[config.mk]
export PLATFORM = sky130hd
export DESIGN_NAME = nvme_io_queue_request_engine_top
export DESIGN_NICKNAME = d
export VERILOG_FILES = /design/src/design/nvme_qre_pkg.sv /design/src/design/nvme_io_queue_request_engine_top.sv
export VERILOG_INCLUDE_DIRS = /design/src /design/src/design
export SDC_FILE = /design/constraint.sdc
export NUM_CORES = 2
export LEC_CHECK = 0
export BUFFER_PORTS_ARGS = -buffer_cell sky130_fd_sc_hd__buf_4
export CAP_MARGIN = 25
export CELL_PAD_IN_SITES_DETAIL_PLACEMENT = 1
export CELL_PAD_IN_SITES_GLOBAL_PLACEMENT = 1
export CORE_UTILIZATION = 40
export DETAILED_ROUTE_END_ITERATION = 16
export PLACE_DENSITY_LB_ADDON = 0.1
export SLEW_MARGIN = 10
export SYNTH_ARGS = -nofsm -noshare
export SYNTH_HDL_FRONTEND = slang
export SYNTH_SLANG_ARGS = --single-unit
[constraint.sdc]
create_clock -name i_clk -period 9.01 [get_ports i_clk]
set_input_delay 0.4505 -clock i_clk [delete_from_list [all_inputs] [get_ports i_clk]]
set_output_delay 0.4505 -clock i_clk [all_outputs]
set_load 0.1 [all_outputs]
[src/design/nvme_io_queue_request_engine_top_assert.svh]
// Assertion macros for the NVMe I/O queue request engine.
`ifndef NVME_IO_QUEUE_REQUEST_ENGINE_TOP_ASSERT_SVH
`define NVME_IO_QUEUE_REQUEST_ENGINE_TOP_ASSERT_SVH
`ifndef ASSERT_OFF
// Checks that the property holds at every clock edge outside reset.
`define NQRE_ASSERT(lbl, clk, rstn, prop) \
    lbl: assert property (@(posedge clk) disable iff (!(rstn)) (prop)) \
        else $error("nvme queue engine: property violated");
// Checks that the condition never holds outside reset.
`define NQRE_NEVER(lbl, clk, rstn, cond) \
    lbl: assert property (@(posedge clk) disable iff (!(rstn)) !(cond)) \
        else $error("nvme queue engine: forbidden condition seen");
`else
`define NQRE_ASSERT(lbl, clk, rstn, prop)
`define NQRE_NEVER(lbl, clk, rstn, cond)
`endif
`endif

[src/design/nvme_qre_pkg.sv]
// Types, codes and constants of the NVMe I/O queue request engine.
package nvme_qre_pkg;

    localparam int QUEUE_DEPTH_DEF  = 16;
    localparam int BUFFER_BYTES_DEF = 4096;

    localparam int LBA_W      = 48;
    localparam int COUNT_W    = 32;
    localparam int CID_W      = 16;
    localparam int STATUS_W   = 16;
    localparam int SLOT_W     = 4;
    localparam int BM1_W      = 12;
    localparam int DB_W       = 19;
    localparam int CHUNK_W    = 13;
    localparam int MAX_CHUNK  = 4096;
    localparam int CFG_IDX_W  = 2;
    localparam int CFG_DATA_W = 48;

    localparam logic [DB_W-1:0] DOORBELL_BASE  = 19'h01000;
    localparam logic [DB_W-1:0] DB_STRIDE_UNIT = 19'd4;

    // Output FIFO of result beats.
    localparam int FIFO_DEPTH = 4;
    localparam int FIFO_PTR_W = 2;
    localparam int FIFO_CNT_W = 3;

    localparam logic ACT_REQUEST    = 1'b0;
    localparam logic ACT_COMPLETION = 1'b1;

    localparam logic [1:0] OP_NONE  = 2'd0;
    localparam logic [1:0] OP_WRITE = 2'd1;
    localparam logic [1:0] OP_READ  = 2'd2;

    localparam logic [2:0] KIND_ISSUED   = 3'd0;
    localparam logic [2:0] KIND_CONSUMED = 3'd1;
    localparam logic [2:0] KIND_IGNORED  = 3'd2;
    localparam logic [2:0] KIND_REJECTED = 3'd3;
    localparam logic [2:0] KIND_FAILED   = 3'd4;

    localparam logic [CFG_IDX_W-1:0] REG_LBA_SHIFT    = 2'd0;
    localparam logic [CFG_IDX_W-1:0] REG_SECTOR_TOTAL = 2'd1;
    localparam logic [CFG_IDX_W-1:0] REG_NAMESPACE    = 2'd2;
    localparam logic [CFG_IDX_W-1:0] REG_STRIDE_SHIFT = 2'd3;

    typedef struct packed {
        logic                action;
        logic [LBA_W-1:0]    start_lba;
        logic [COUNT_W-1:0]  block_count;
        logic                is_write;
        logic [CID_W-1:0]    entry_cid;
        logic [STATUS_W-1:0] entry_status;
    } t_item;

    typedef struct packed {
        logic [2:0]          kind;
        logic [1:0]          opcode;
        logic [CID_W-1:0]    command_id;
        logic [SLOT_W-1:0]   sq_slot;
        logic [LBA_W-1:0]    cmd_lba;
        logic [BM1_W-1:0]    blocks_minus_one;
        logic [DB_W-1:0]     doorbell_offset;
        logic [SLOT_W-1:0]   doorbell_value;
        logic [STATUS_W-1:0] error_status;
        logic                request_done;
        logic                last;
    } t_result;

endpackage

[src/design/nvme_io_queue_request_engine_top.sv]
// Top level of the NVMe I/O queue request engine (host side of one queue pair).
//
// Usage. Items arrive on the request channel (i_req_valid / o_req_ready). An item is
// either a new block request or a completion entry read at the completion queue head,
// selected by i_action. Result beats leave on the result channel (o_res_valid /
// i_res_ready); each item yields one or two beats, and o_last marks the final beat of
// an item. Configuration registers are written through i_cfg_we, i_cfg_index and
// i_cfg_data, and should only be written while the engine is idle.
//
// Flow. An accepted item is decided while it sits in the input register, and its beats
// enter a four-entry result FIFO at the following edge; the first beat is visible on the
// port once it has been written there. The result port delivers one beat per cycle while
// i_res_ready is high, so the engine then sustains one item per cycle while items yield
// a single beat; items that yield two beats (a good completion followed by the next
// chunk) outrun the port, and the input side then holds until the FIFO drains. The input
// register is decided only when the FIFO has room for two beats.
//
// Reset (synchronous, active low) empties both stages, sets the engine idle with the
// phase tag at one and restores the register defaults. When the receiver stalls, beats
// collect in the FIFO and the input side stops once it would overflow.
`include "nvme_io_queue_request_engine_top_assert.svh"

module nvme_io_queue_request_engine_top #(
    parameter int QUEUE_DEPTH  = nvme_qre_pkg::QUEUE_DEPTH_DEF,
    parameter int BUFFER_BYTES = nvme_qre_pkg::BUFFER_BYTES_DEF
) (
    input  logic                                   i_clk,
    input  logic                                   i_rst_n,
    // Configuration write port
    input  logic                                   i_cfg_we,
    input  logic [nvme_qre_pkg::CFG_IDX_W-1:0]     i_cfg_index,
    input  logic [nvme_qre_pkg::CFG_DATA_W-1:0]    i_cfg_data,
    // Request channel
    input  logic                                   i_req_valid,
    output logic                                   o_req_ready,
    input  logic                                   i_action,
    input  logic [nvme_qre_pkg::LBA_W-1:0]         i_start_lba,
    input  logic [nvme_qre_pkg::COUNT_W-1:0]       i_block_count,
    input  logic                                   i_is_write,
    input  logic [nvme_qre_pkg::CID_W-1:0]         i_entry_cid,
    input  logic [nvme_qre_pkg::STATUS_W-1:0]      i_entry_status,
    // Result channel
    output logic                                   o_res_valid,
    input  logic                                   i_res_ready,
    output logic [2:0]                             o_kind,
    output logic [1:0]                             o_opcode,
    output logic [nvme_qre_pkg::CID_W-1:0]         o_command_id,
    output logic [nvme_qre_pkg::SLOT_W-1:0]        o_sq_slot,
    output logic [nvme_qre_pkg::LBA_W-1:0]         o_cmd_lba,
    output logic [nvme_qre_pkg::BM1_W-1:0]         o_blocks_minus_one,
    output logic [nvme_qre_pkg::DB_W-1:0]          o_doorbell_offset,
    output logic [nvme_qre_pkg::SLOT_W-1:0]        o_doorbell_value,
    output logic [nvme_qre_pkg::STATUS_W-1:0]      o_error_status,
    output logic                                   o_request_done,
    output logic                                   o_last
);

    localparam int QW = (QUEUE_DEPTH > 1) ? $clog2(QUEUE_DEPTH) : 1;
    localparam int BW = $clog2(BUFFER_BYTES + 1);
    localparam logic [QW-1:0] QUEUE_LAST = QW'(QUEUE_DEPTH - 1);

    // Configuration registers. The namespace identifier reaches no result field,
    // so a write to it is accepted and has no further effect.
    logic [3:0]                            r_lba_shift;
    logic [nvme_qre_pkg::LBA_W-1:0]        r_sector_total;
    logic [3:0]                            r_stride_shift;

    // Input register
    logic                                  r_in_valid;
    nvme_qre_pkg::t_item                   r_in;

    // Queue pair state
    logic                                  r_busy,        n_busy;
    logic [nvme_qre_pkg::COUNT_W-1:0]      r_remaining,   n_remaining;
    logic [nvme_qre_pkg::LBA_W-1:0]        r_next_lba,    n_next_lba;
    logic                                  r_write_flag,  n_write_flag;
    logic [nvme_qre_pkg::CID_W-1:0]        r_cmd_cnt,     n_cmd_cnt;
    logic [nvme_qre_pkg::CID_W-1:0]        r_pending_cid, n_pending_cid;
    logic [QW-1:0]                         r_sq_tail,     n_sq_tail;
    logic [QW-1:0]                         r_cq_head,     n_cq_head;
    logic                                  r_phase,       n_phase;

    // Result FIFO
    nvme_qre_pkg::t_result                 r_fifo [nvme_qre_pkg::FIFO_DEPTH];
    logic [nvme_qre_pkg::FIFO_PTR_W-1:0]   r_wr_ptr;
    logic [nvme_qre_pkg::FIFO_PTR_W-1:0]   r_rd_ptr;
    logic [nvme_qre_pkg::FIFO_CNT_W-1:0]   r_count;

    logic                                  proc_fire;
    logic                                  pop;
    logic [1:0]                            push_n;
    nvme_qre_pkg::t_result                 res_a;
    nvme_qre_pkg::t_result                 res_b;
    nvme_qre_pkg::t_result                 res_issue;
    nvme_qre_pkg::t_result                 res_head;
    logic                                  do_issue;

    logic [BW-1:0]                         buf_shifted;
    logic [nvme_qre_pkg::CHUNK_W-1:0]      chunk_lim;
    logic [nvme_qre_pkg::CHUNK_W-1:0]      chunk;
    logic [nvme_qre_pkg::COUNT_W-1:0]      src_rem;
    logic [nvme_qre_pkg::LBA_W-1:0]        src_lba;
    logic                                  src_wr;
    logic [nvme_qre_pkg::CID_W-1:0]        cid_next;
    logic [QW-1:0]                         tail_next;
    logic [QW-1:0]                         head_next;
    logic [nvme_qre_pkg::DB_W-1:0]         stride_b;
    logic [nvme_qre_pkg::DB_W-1:0]         sq_db;
    logic [nvme_qre_pkg::DB_W-1:0]         cq_db;
    logic [nvme_qre_pkg::LBA_W:0]          req_end;
    logic                                  reject;
    logic                                  ignore;

    // ---------------------------------------------------------------------
    // Handshakes
    // ---------------------------------------------------------------------
    // The held item is decided once the FIFO has room for two beats.
    assign proc_fire   = r_in_valid && (r_count <= nvme_qre_pkg::FIFO_CNT_W'(2));
    assign o_req_ready = !r_in_valid || proc_fire;
    assign o_res_valid = (r_count != '0);
    assign pop         = o_res_valid && i_res_ready;

    // ---------------------------------------------------------------------
    // Configuration
    // ---------------------------------------------------------------------
    always_ff @(posedge i_clk) begin
        if (!i_rst_n) begin
            r_lba_shift    <= 4'd9;
            r_sector_total <= '0;
            r_stride_shift <= 4'd0;
        end else if (i_cfg_we) begin
            unique case (i_cfg_index)
                nvme_qre_pkg::REG_LBA_SHIFT:    r_lba_shift    <= i_cfg_data[3:0];
                nvme_qre_pkg::REG_SECTOR_TOTAL: r_sector_total <= i_cfg_data;
                nvme_qre_pkg::REG_NAMESPACE:    ;
                nvme_qre_pkg::REG_STRIDE_SHIFT: r_stride_shift <= i_cfg_data[3:0];
                default:                        ;
            endcase
        end
    end

    // ---------------------------------------------------------------------
    // Input register
    // ---------------------------------------------------------------------
    always_ff @(posedge i_clk) begin
        if (!i_rst_n) begin
            r_in_valid <= 1'b0;
        end else if (o_req_ready) begin
            r_in_valid <= i_req_valid;
        end
    end

    always_ff @(posedge i_clk) begin
        if (o_req_ready && i_req_valid) begin
            r_in.action       <= i_action;
            r_in.start_lba    <= i_start_lba;
            r_in.block_count  <= i_block_count;
            r_in.is_write     <= i_is_write;
            r_in.entry_cid    <= i_entry_cid;
            r_in.entry_status <= i_entry_status;
        end
    end

    // ---------------------------------------------------------------------
    // Shared arithmetic
    // ---------------------------------------------------------------------
    // Blocks that fit the data buffer, capped so that the length fits 12 bits.
    assign buf_shifted = BW'(BUFFER_BYTES) >> r_lba_shift;
    assign chunk_lim   = (32'(buf_shifted) > 32'(nvme_qre_pkg::MAX_CHUNK))
                       ? nvme_qre_pkg::CHUNK_W'(nvme_qre_pkg::MAX_CHUNK)
                       : nvme_qre_pkg::CHUNK_W'(buf_shifted);

    // A new request issues from its own fields, a good completion from the state.
    assign src_rem = (r_in.action == nvme_qre_pkg::ACT_REQUEST) ? r_in.block_count : r_remaining;
    assign src_lba = (r_in.action == nvme_qre_pkg::ACT_REQUEST) ? r_in.start_lba : r_next_lba;
    assign src_wr  = (r_in.action == nvme_qre_pkg::ACT_REQUEST) ? r_in.is_write : r_write_flag;

    assign chunk = (src_rem > nvme_qre_pkg::COUNT_W'(chunk_lim))
                 ? chunk_lim : src_rem[nvme_qre_pkg::CHUNK_W-1:0];

    assign cid_next  = r_cmd_cnt + 1'b1;
    assign tail_next = (r_sq_tail == QUEUE_LAST) ? '0 : r_sq_tail + 1'b1;
    assign head_next = (r_cq_head == QUEUE_LAST) ? '0 : r_cq_head + 1'b1;

    // Submission doorbell sits two strides above the base, completion three.
    assign stride_b = nvme_qre_pkg::DB_STRIDE_UNIT << r_stride_shift;
    assign sq_db    = nvme_qre_pkg::DOORBELL_BASE + (stride_b << 1);
    assign cq_db    = nvme_qre_pkg::DOORBELL_BASE + stride_b + (stride_b << 1);

    assign req_end = {1'b0, r_in.start_lba} + (nvme_qre_pkg::LBA_W + 1)'(r_in.block_count);
    assign reject  = r_busy || (r_in.block_count == '0)
                  || (req_end > {1'b0, r_sector_total}) || (chunk_lim == '0);
    assign ignore  = !r_busy || (r_in.entry_status[0] != r_phase)
                  || (r_in.entry_cid != r_pending_cid);

    always_comb begin
        res_issue                  = '0;
        res_issue.kind             = nvme_qre_pkg::KIND_ISSUED;
        res_issue.opcode           = src_wr ? nvme_qre_pkg::OP_WRITE : nvme_qre_pkg::OP_READ;
        res_issue.command_id       = cid_next;
        res_issue.sq_slot          = nvme_qre_pkg::SLOT_W'(r_sq_tail);
        res_issue.cmd_lba          = src_lba;
        res_issue.blocks_minus_one = nvme_qre_pkg::BM1_W'(chunk - 1'b1);
        res_issue.doorbell_offset  = sq_db;
        res_issue.doorbell_value   = nvme_qre_pkg::SLOT_W'(tail_next);
        res_issue.last             = 1'b1;

        res_head                   = '0;
        res_head.kind              = nvme_qre_pkg::KIND_CONSUMED;
        res_head.opcode            = nvme_qre_pkg::OP_NONE;
        res_head.doorbell_offset   = cq_db;
        res_head.doorbell_value    = nvme_qre_pkg::SLOT_W'(head_next);
    end

    // ---------------------------------------------------------------------
    // Decision for the held item
    // ---------------------------------------------------------------------
    always_comb begin
        n_busy        = r_busy;
        n_remaining   = r_remaining;
        n_next_lba    = r_next_lba;
        n_write_flag  = r_write_flag;
        n_cmd_cnt     = r_cmd_cnt;
        n_pending_cid = r_pending_cid;
        n_sq_tail     = r_sq_tail;
        n_cq_head     = r_cq_head;
        n_phase       = r_phase;
        res_a         = '0;
        res_b         = '0;
        push_n        = 2'd0;
        do_issue      = 1'b0;

        if (proc_fire) begin
            priority if (r_in.action == nvme_qre_pkg::ACT_REQUEST) begin
                push_n = 2'd1;
                if (reject) begin
                    res_a.kind = nvme_qre_pkg::KIND_REJECTED;
                    res_a.last = 1'b1;
                end else begin
                    n_busy   = 1'b1;
                    do_issue = 1'b1;
                    res_a    = res_issue;
                end
            end else if (ignore) begin
                push_n     = 2'd1;
                res_a.kind = nvme_qre_pkg::KIND_IGNORED;
                res_a.last = 1'b1;
            end else if (r_in.entry_status[nvme_qre_pkg::STATUS_W-1:1] != '0) begin
                // Error status: drop the request, leave head and phase alone.
                push_n             = 2'd1;
                n_busy             = 1'b0;
                n_remaining        = '0;
                res_a.kind         = nvme_qre_pkg::KIND_FAILED;
                res_a.error_status = r_in.entry_status;
                res_a.last         = 1'b1;
            end else begin
                n_cq_head = head_next;
                if (head_next == '0) begin
                    n_phase = !r_phase;
                end
                res_a = res_head;
                if (r_remaining == '0) begin
                    push_n             = 2'd1;
                    n_busy             = 1'b0;
                    res_a.request_done = 1'b1;
                    res_a.last         = 1'b1;
                end else begin
                    push_n   = 2'd2;
                    do_issue = 1'b1;
                    res_b    = res_issue;
                end
            end
        end

        if (do_issue) begin
            n_cmd_cnt     = cid_next;
            n_pending_cid = cid_next;
            n_sq_tail     = tail_next;
            n_next_lba    = src_lba + nvme_qre_pkg::LBA_W'(chunk);
            n_remaining   = src_rem - nvme_qre_pkg::COUNT_W'(chunk);
            n_write_flag  = src_wr;
        end
    end

    always_ff @(posedge i_clk) begin
        if (!i_rst_n) begin
            r_busy        <= 1'b0;
            r_remaining   <= '0;
            r_next_lba    <= '0;
            r_write_flag  <= 1'b0;
            r_cmd_cnt     <= '0;
            r_pending_cid <= '0;
            r_sq_tail     <= '0;
            r_cq_head     <= '0;
            r_phase       <= 1'b1;
        end else begin
            r_busy        <= n_busy;
            r_remaining   <= n_remaining;
            r_next_lba    <= n_next_lba;
            r_write_flag  <= n_write_flag;
            r_cmd_cnt     <= n_cmd_cnt;
            r_pending_cid <= n_pending_cid;
            r_sq_tail     <= n_sq_tail;
            r_cq_head     <= n_cq_head;
            r_phase       <= n_phase;
        end
    end

    // ---------------------------------------------------------------------
    // Result FIFO
    // ---------------------------------------------------------------------
    always_ff @(posedge i_clk) begin
        if (push_n != 2'd0) begin
            r_fifo[r_wr_ptr] <= res_a;
        end
        if (push_n == 2'd2) begin
            r_fifo[r_wr_ptr + 1'b1] <= res_b;
        end
    end

    always_ff @(posedge i_clk) begin
        if (!i_rst_n) begin
            r_wr_ptr <= '0;
            r_rd_ptr <= '0;
            r_count  <= '0;
        end else begin
            r_wr_ptr <= r_wr_ptr + nvme_qre_pkg::FIFO_PTR_W'(push_n);
            r_rd_ptr <= r_rd_ptr + nvme_qre_pkg::FIFO_PTR_W'(pop);
            r_count  <= r_count + nvme_qre_pkg::FIFO_CNT_W'(push_n)
                      - nvme_qre_pkg::FIFO_CNT_W'(pop);
        end
    end

    assign o_kind             = r_fifo[r_rd_ptr].kind;
    assign o_opcode           = r_fifo[r_rd_ptr].opcode;
    assign o_command_id       = r_fifo[r_rd_ptr].command_id;
    assign o_sq_slot          = r_fifo[r_rd_ptr].sq_slot;
    assign o_cmd_lba          = r_fifo[r_rd_ptr].cmd_lba;
    assign o_blocks_minus_one = r_fifo[r_rd_ptr].blocks_minus_one;
    assign o_doorbell_offset  = r_fifo[r_rd_ptr].doorbell_offset;
    assign o_doorbell_value   = r_fifo[r_rd_ptr].doorbell_value;
    assign o_error_status     = r_fifo[r_rd_ptr].error_status;
    assign o_request_done     = r_fifo[r_rd_ptr].request_done;
    assign o_last             = r_fifo[r_rd_ptr].last;

    // ---------------------------------------------------------------------
    // Assertions
    // ---------------------------------------------------------------------
    `NQRE_NEVER(a_fifo_overflow, i_clk, i_rst_n,
        r_count > nvme_qre_pkg::FIFO_CNT_W'(nvme_qre_pkg::FIFO_DEPTH))
    `NQRE_ASSERT(a_busy_falls_on_completion, i_clk, i_rst_n,
        ($past(i_rst_n) && $fell(r_busy)) |->
            $past(proc_fire && (r_in.action == nvme_qre_pkg::ACT_COMPLETION)))
    `NQRE_ASSERT(a_tail_tracks_cid, i_clk, i_rst_n,
        $past(i_rst_n) |->
            (($past(r_cmd_cnt) != r_cmd_cnt) == ($past(r_sq_tail) != r_sq_tail)))
    `NQRE_ASSERT(a_issue_needs_busy, i_clk, i_rst_n,
        ($past(i_rst_n) && ($past(r_cmd_cnt) != r_cmd_cnt)) |-> r_busy)

endmodule

==> impl_metrics.tcl <==
set metrics [dict create \
    synth_ff_type "edfxtp_1" \
    powerDensity_mw_per_mm2 242 \
    synthMuxAreaShare_pct 8.38 \
    cp_num_buf_inv 0 \
    yosysSeqAreaShare_pct 50.6 \
    vias_per_cell 5.81 \
    worst_hold_slack_ns 0.0437 \
    die_width_um 324 \
    ys_ff_latch 781 \
    crit_family "compound AO/OA/AOI/OAI gates" \
    worstMarginPinSlew_ns 1.08 \
    period_needed_ns 7.58 \
    swShare_pct 37.5 \
    hold_path.class "in2reg" \
    status "completed" \
    cp_common_cell "o21ai_0" \
    grt_usage_pct 27.3 \
    avgSynthCellArea_um2 10.8 \
    finClkSkew_ns 0.0296 \
    synth_largest_area_cell "edfxtp_1" \
    use_met2_pct 46.1 \
    syn_to_final_growth_pct 19.0 \
    yosys.area_share.xor_xnor_pct 3.26 \
    cpMaxStageDelayCell "nor2_2" \
    synthSimpleGateAreaFrac_pct 13.3 \
    ios 297 \
    portBuffers 294 \
    pwr-share-comb_pct 30.8 \
    final_common_cell "edfxtp_1" \
    path_clk_slew_ns 0.07 \
    max_freq_ghz 0.132 \
    setup.worst_path.start "r_in[68]" \
    numCtsBuffers 93 \
    fin_util_pct 48.2 \
    p_total_mw 11.9 \
    worstSetupPathType "reg2reg" \
    total_switching_power_mw 4.48 \
    cp.required_ns 9.63 \
    yosys.area.top_type_share_pct 38.5 \
    cts_setup_buffers 0 \
    cts_tree "done" \
    setup_viol 0 \
    peakVddDrop_uv 255 \
    synth_fa_ha_area_share_pct 5.02 \
    drive_above_1_share_pct 16.6 \
    synthArstFlopShare_pct 0 \
    grt_pass1_vias 33600 \
    die_h_um 324 \
    cp-start-kind "flop" \
    hold_viol 0 \
    seqPwrFrac_pct 35.9 \
    reg2reg_depth 22 \
    clock-sinks 781 \
    drt-wirelength-per-cell_um 25.6 \
    met1_usage_pct 37.0 \
    crit_fanout 20 \
    synth_cell_types 90 \
    dieArea_mm2 0.105 \
    htree_levels 3 \
    hpwl_mm 95.4 \
    p_leak_nw 17.4 \
    cts_buffer_depth 3 \
    synth_top_family_by_area "compound AO/OA/AOI/OAI gates" \
    overflow 0 \
    clk_latency_ns 0.68 \
    rrSetupSlack_ns 1.43 \
    ant_nets 0 \
    grt_max_degree 135 \
    max_cap_viol_count 0 \
    drtIter0Drc 2242 \
    final_cell_mix "edfxtp_1 (530), nand2_1 (411), buf_4 (347)" \
    r2r_end "r_remaining[9]" \
    syn_area_mm2 0.0414 \
    synthCells 3849 \
    intPower_mw 7.45 \
    rsz0062_at_grt "false" \
    post-route-period-util_pct 84.1 \
    max_slew_margin_pct 28.1 \
    start_util_pct 40.5 \
    synth-edff-count 530 \
    post_cts_resized 0 \
    antenna_found_initial 2 \
    met3_usage_pct 3.36 \
    hold_end "r_sector_total[42]" \
    min_path_cells 3 \
    yosysWarnings 0 \
    synth_area_leaders "edfxtp_1 (38%), dfxtp_1 (12%), mux4_2 (6.7%), ha_1 (4.8%), nand2_1 (3.8%)" \
    drc 0 \
    core_area_mm2 0.102 \
    p_clk_share_pct 33.3 \
    synth_compound_area_share_pct 15.2 \
    r2r_start "r_in[68]" \
    routed_wl_mm 143 \
    maxSlewViolCount 0 \
    setup_tns_ns 0 \
    root_buffer "clkbuf_16" \
    layout.nets 4482 \
    path_cells "ha_1 -> o21ai_0 -> o21ai_1 -> a41oi_1 -> o41ai_2 -> and3_1 -> o221ai_1 -> o21ai_1 -> o211a_1 -> nand2_1 -> xnor2_1 -> ha_1 -> a2111oi_0 -> o21ai_0 -> o21ai_0 -> a31oi_1 -> o31a_1 -> o31ai_2 -> nand4_2 -> and2_2 -> nor2_2 -> a32o_1" \
    hold_start "i_cfg_data[42]" \
    first_pass_iters 5 \
    place_congestion 0.883 \
    vias 32500 \
    slowest_delay_ns 0.79 \
    rows 117 \
    grt_busiest_layer "met2" \
    cp-end-kind "flop" \
    arrival_ns 8.19 \
    grt_pass1_wl_mm 215 \
]
cell usage after synthesis, types with 100 or more instances:
| library cell | instances |
|---|---|
| mux4_2 | 124 |
| clkbuf_1 | 169 |
| nand3_1 | 138 |
| a22o_1 | 157 |
| a21oi_1 | 216 |
| o21ai_0 | 248 |
| dfxtp_1 | 251 |
| inv_1 | 140 |
| ha_1 | 158 |
| edfxtp_1 | 530 |
| xnor2_1 | 100 |
| nor2_1 | 281 |
| nand2_1 | 418 |
through the flow:
step / instances / worst slack (ns) / instance area, um2
CTS: 5597 / 1.48 / 49200
floorplan: 3851 / 1.99 / 41400
finish: 5599 / 1.43 / 49300
global placement: 5294 / 1.68 / 44700
detailed placement: 5294 / 1.51 / 44700
global route: 5598 / 0.778 / 49200
power groups by stage:
stage | clock network (mW) | logic [mW] | registers [mW]
3_5_place_dp | 0 | 3.65 | 4.35
2_1_floorplan | 0 | 2.81 | 4.19
5_1_grt | 4.17 | 3.87 | 4.30
4_1_cts | 4.05 | 3.70 | 4.28
3_3_place_gp | 0 | 3.63 | 4.35
6_report | 3.98 | 3.68 | 4.28
cell type report:
cell class | count | area [um2]
inverter | 143 | 544
clock buffer | 116 | 2510
clock inverter | 59 | 722
tap | 1368 | 1710
sequential | 781 | 20900
multi-input combinational | 2649 | 18800
fill | 11100 | 52900
antenna | 1 | 2.50
timing repair buffer | 482 | 4010
registers in the layout, summed over array words and instances, names as in the netlist, 2 cells and up:
| signal | flops |
|---|---|
| r_remaining | 32 |
| r_sector_total | 48 |
| r_wr_ptr | 2 |
| r_rd_ptr | 2 |
| r_stride_shift | 4 |
| r_fifo | 496 |
| r_count | 3 |
| r_sq_tail | 4 |
| r_pending_cid | 16 |
| r_cq_head | 4 |
| r_lba_shift | 4 |
| r_next_lba | 48 |
| r_in | 114 |
routing by layer:
layer	routed length [um]	part of all wire, %
met3	7140	5.0
met4	3360	2.3
met1	63700	44
met5	0	0
met2	69200	48
worst max-delay path by stage:
| stage | end | slack [ns] | depth (start not counted) |
|---|---|---|---|
| global placement | r_remaining[27] | 1.68 | 22 |
| finish | r_remaining[9] | 1.43 | 22 |
| global route | r_remaining[18] | 0.78 | 22 |
| floorplan | r_next_lba[44] | 1.99 | 31 |
| CTS | r_remaining[15] | 1.48 | 22 |
| detailed placement | r_remaining[15] | 1.51 | 22 |
worst min-delay path: stages:
cell and delay, ns:
buf_4 0.11, nand2_1 0.05, a21oi_1 0.05
logic make-up after synthesis:
| logic type | count (synthesis) |
|---|---|
| AO/OA/AOI/OAI | 964 |
| flip-flops | 781 |
| adder cells (fa/ha/maj) | 163 |
| XOR/XNOR | 154 |
| multiplexers | 190 |
| buffers and inverters | 421 |
| AND/OR/NAND/NOR | 1175 |
| other | 1 |
repair_timing:
action                                  in CTS  in global routing
endpoints found under the setup margin       0                  0
hold buffers                               128                  0
endpoints found under the hold margin      128                  0
Power figures use the tool's default switching activity.
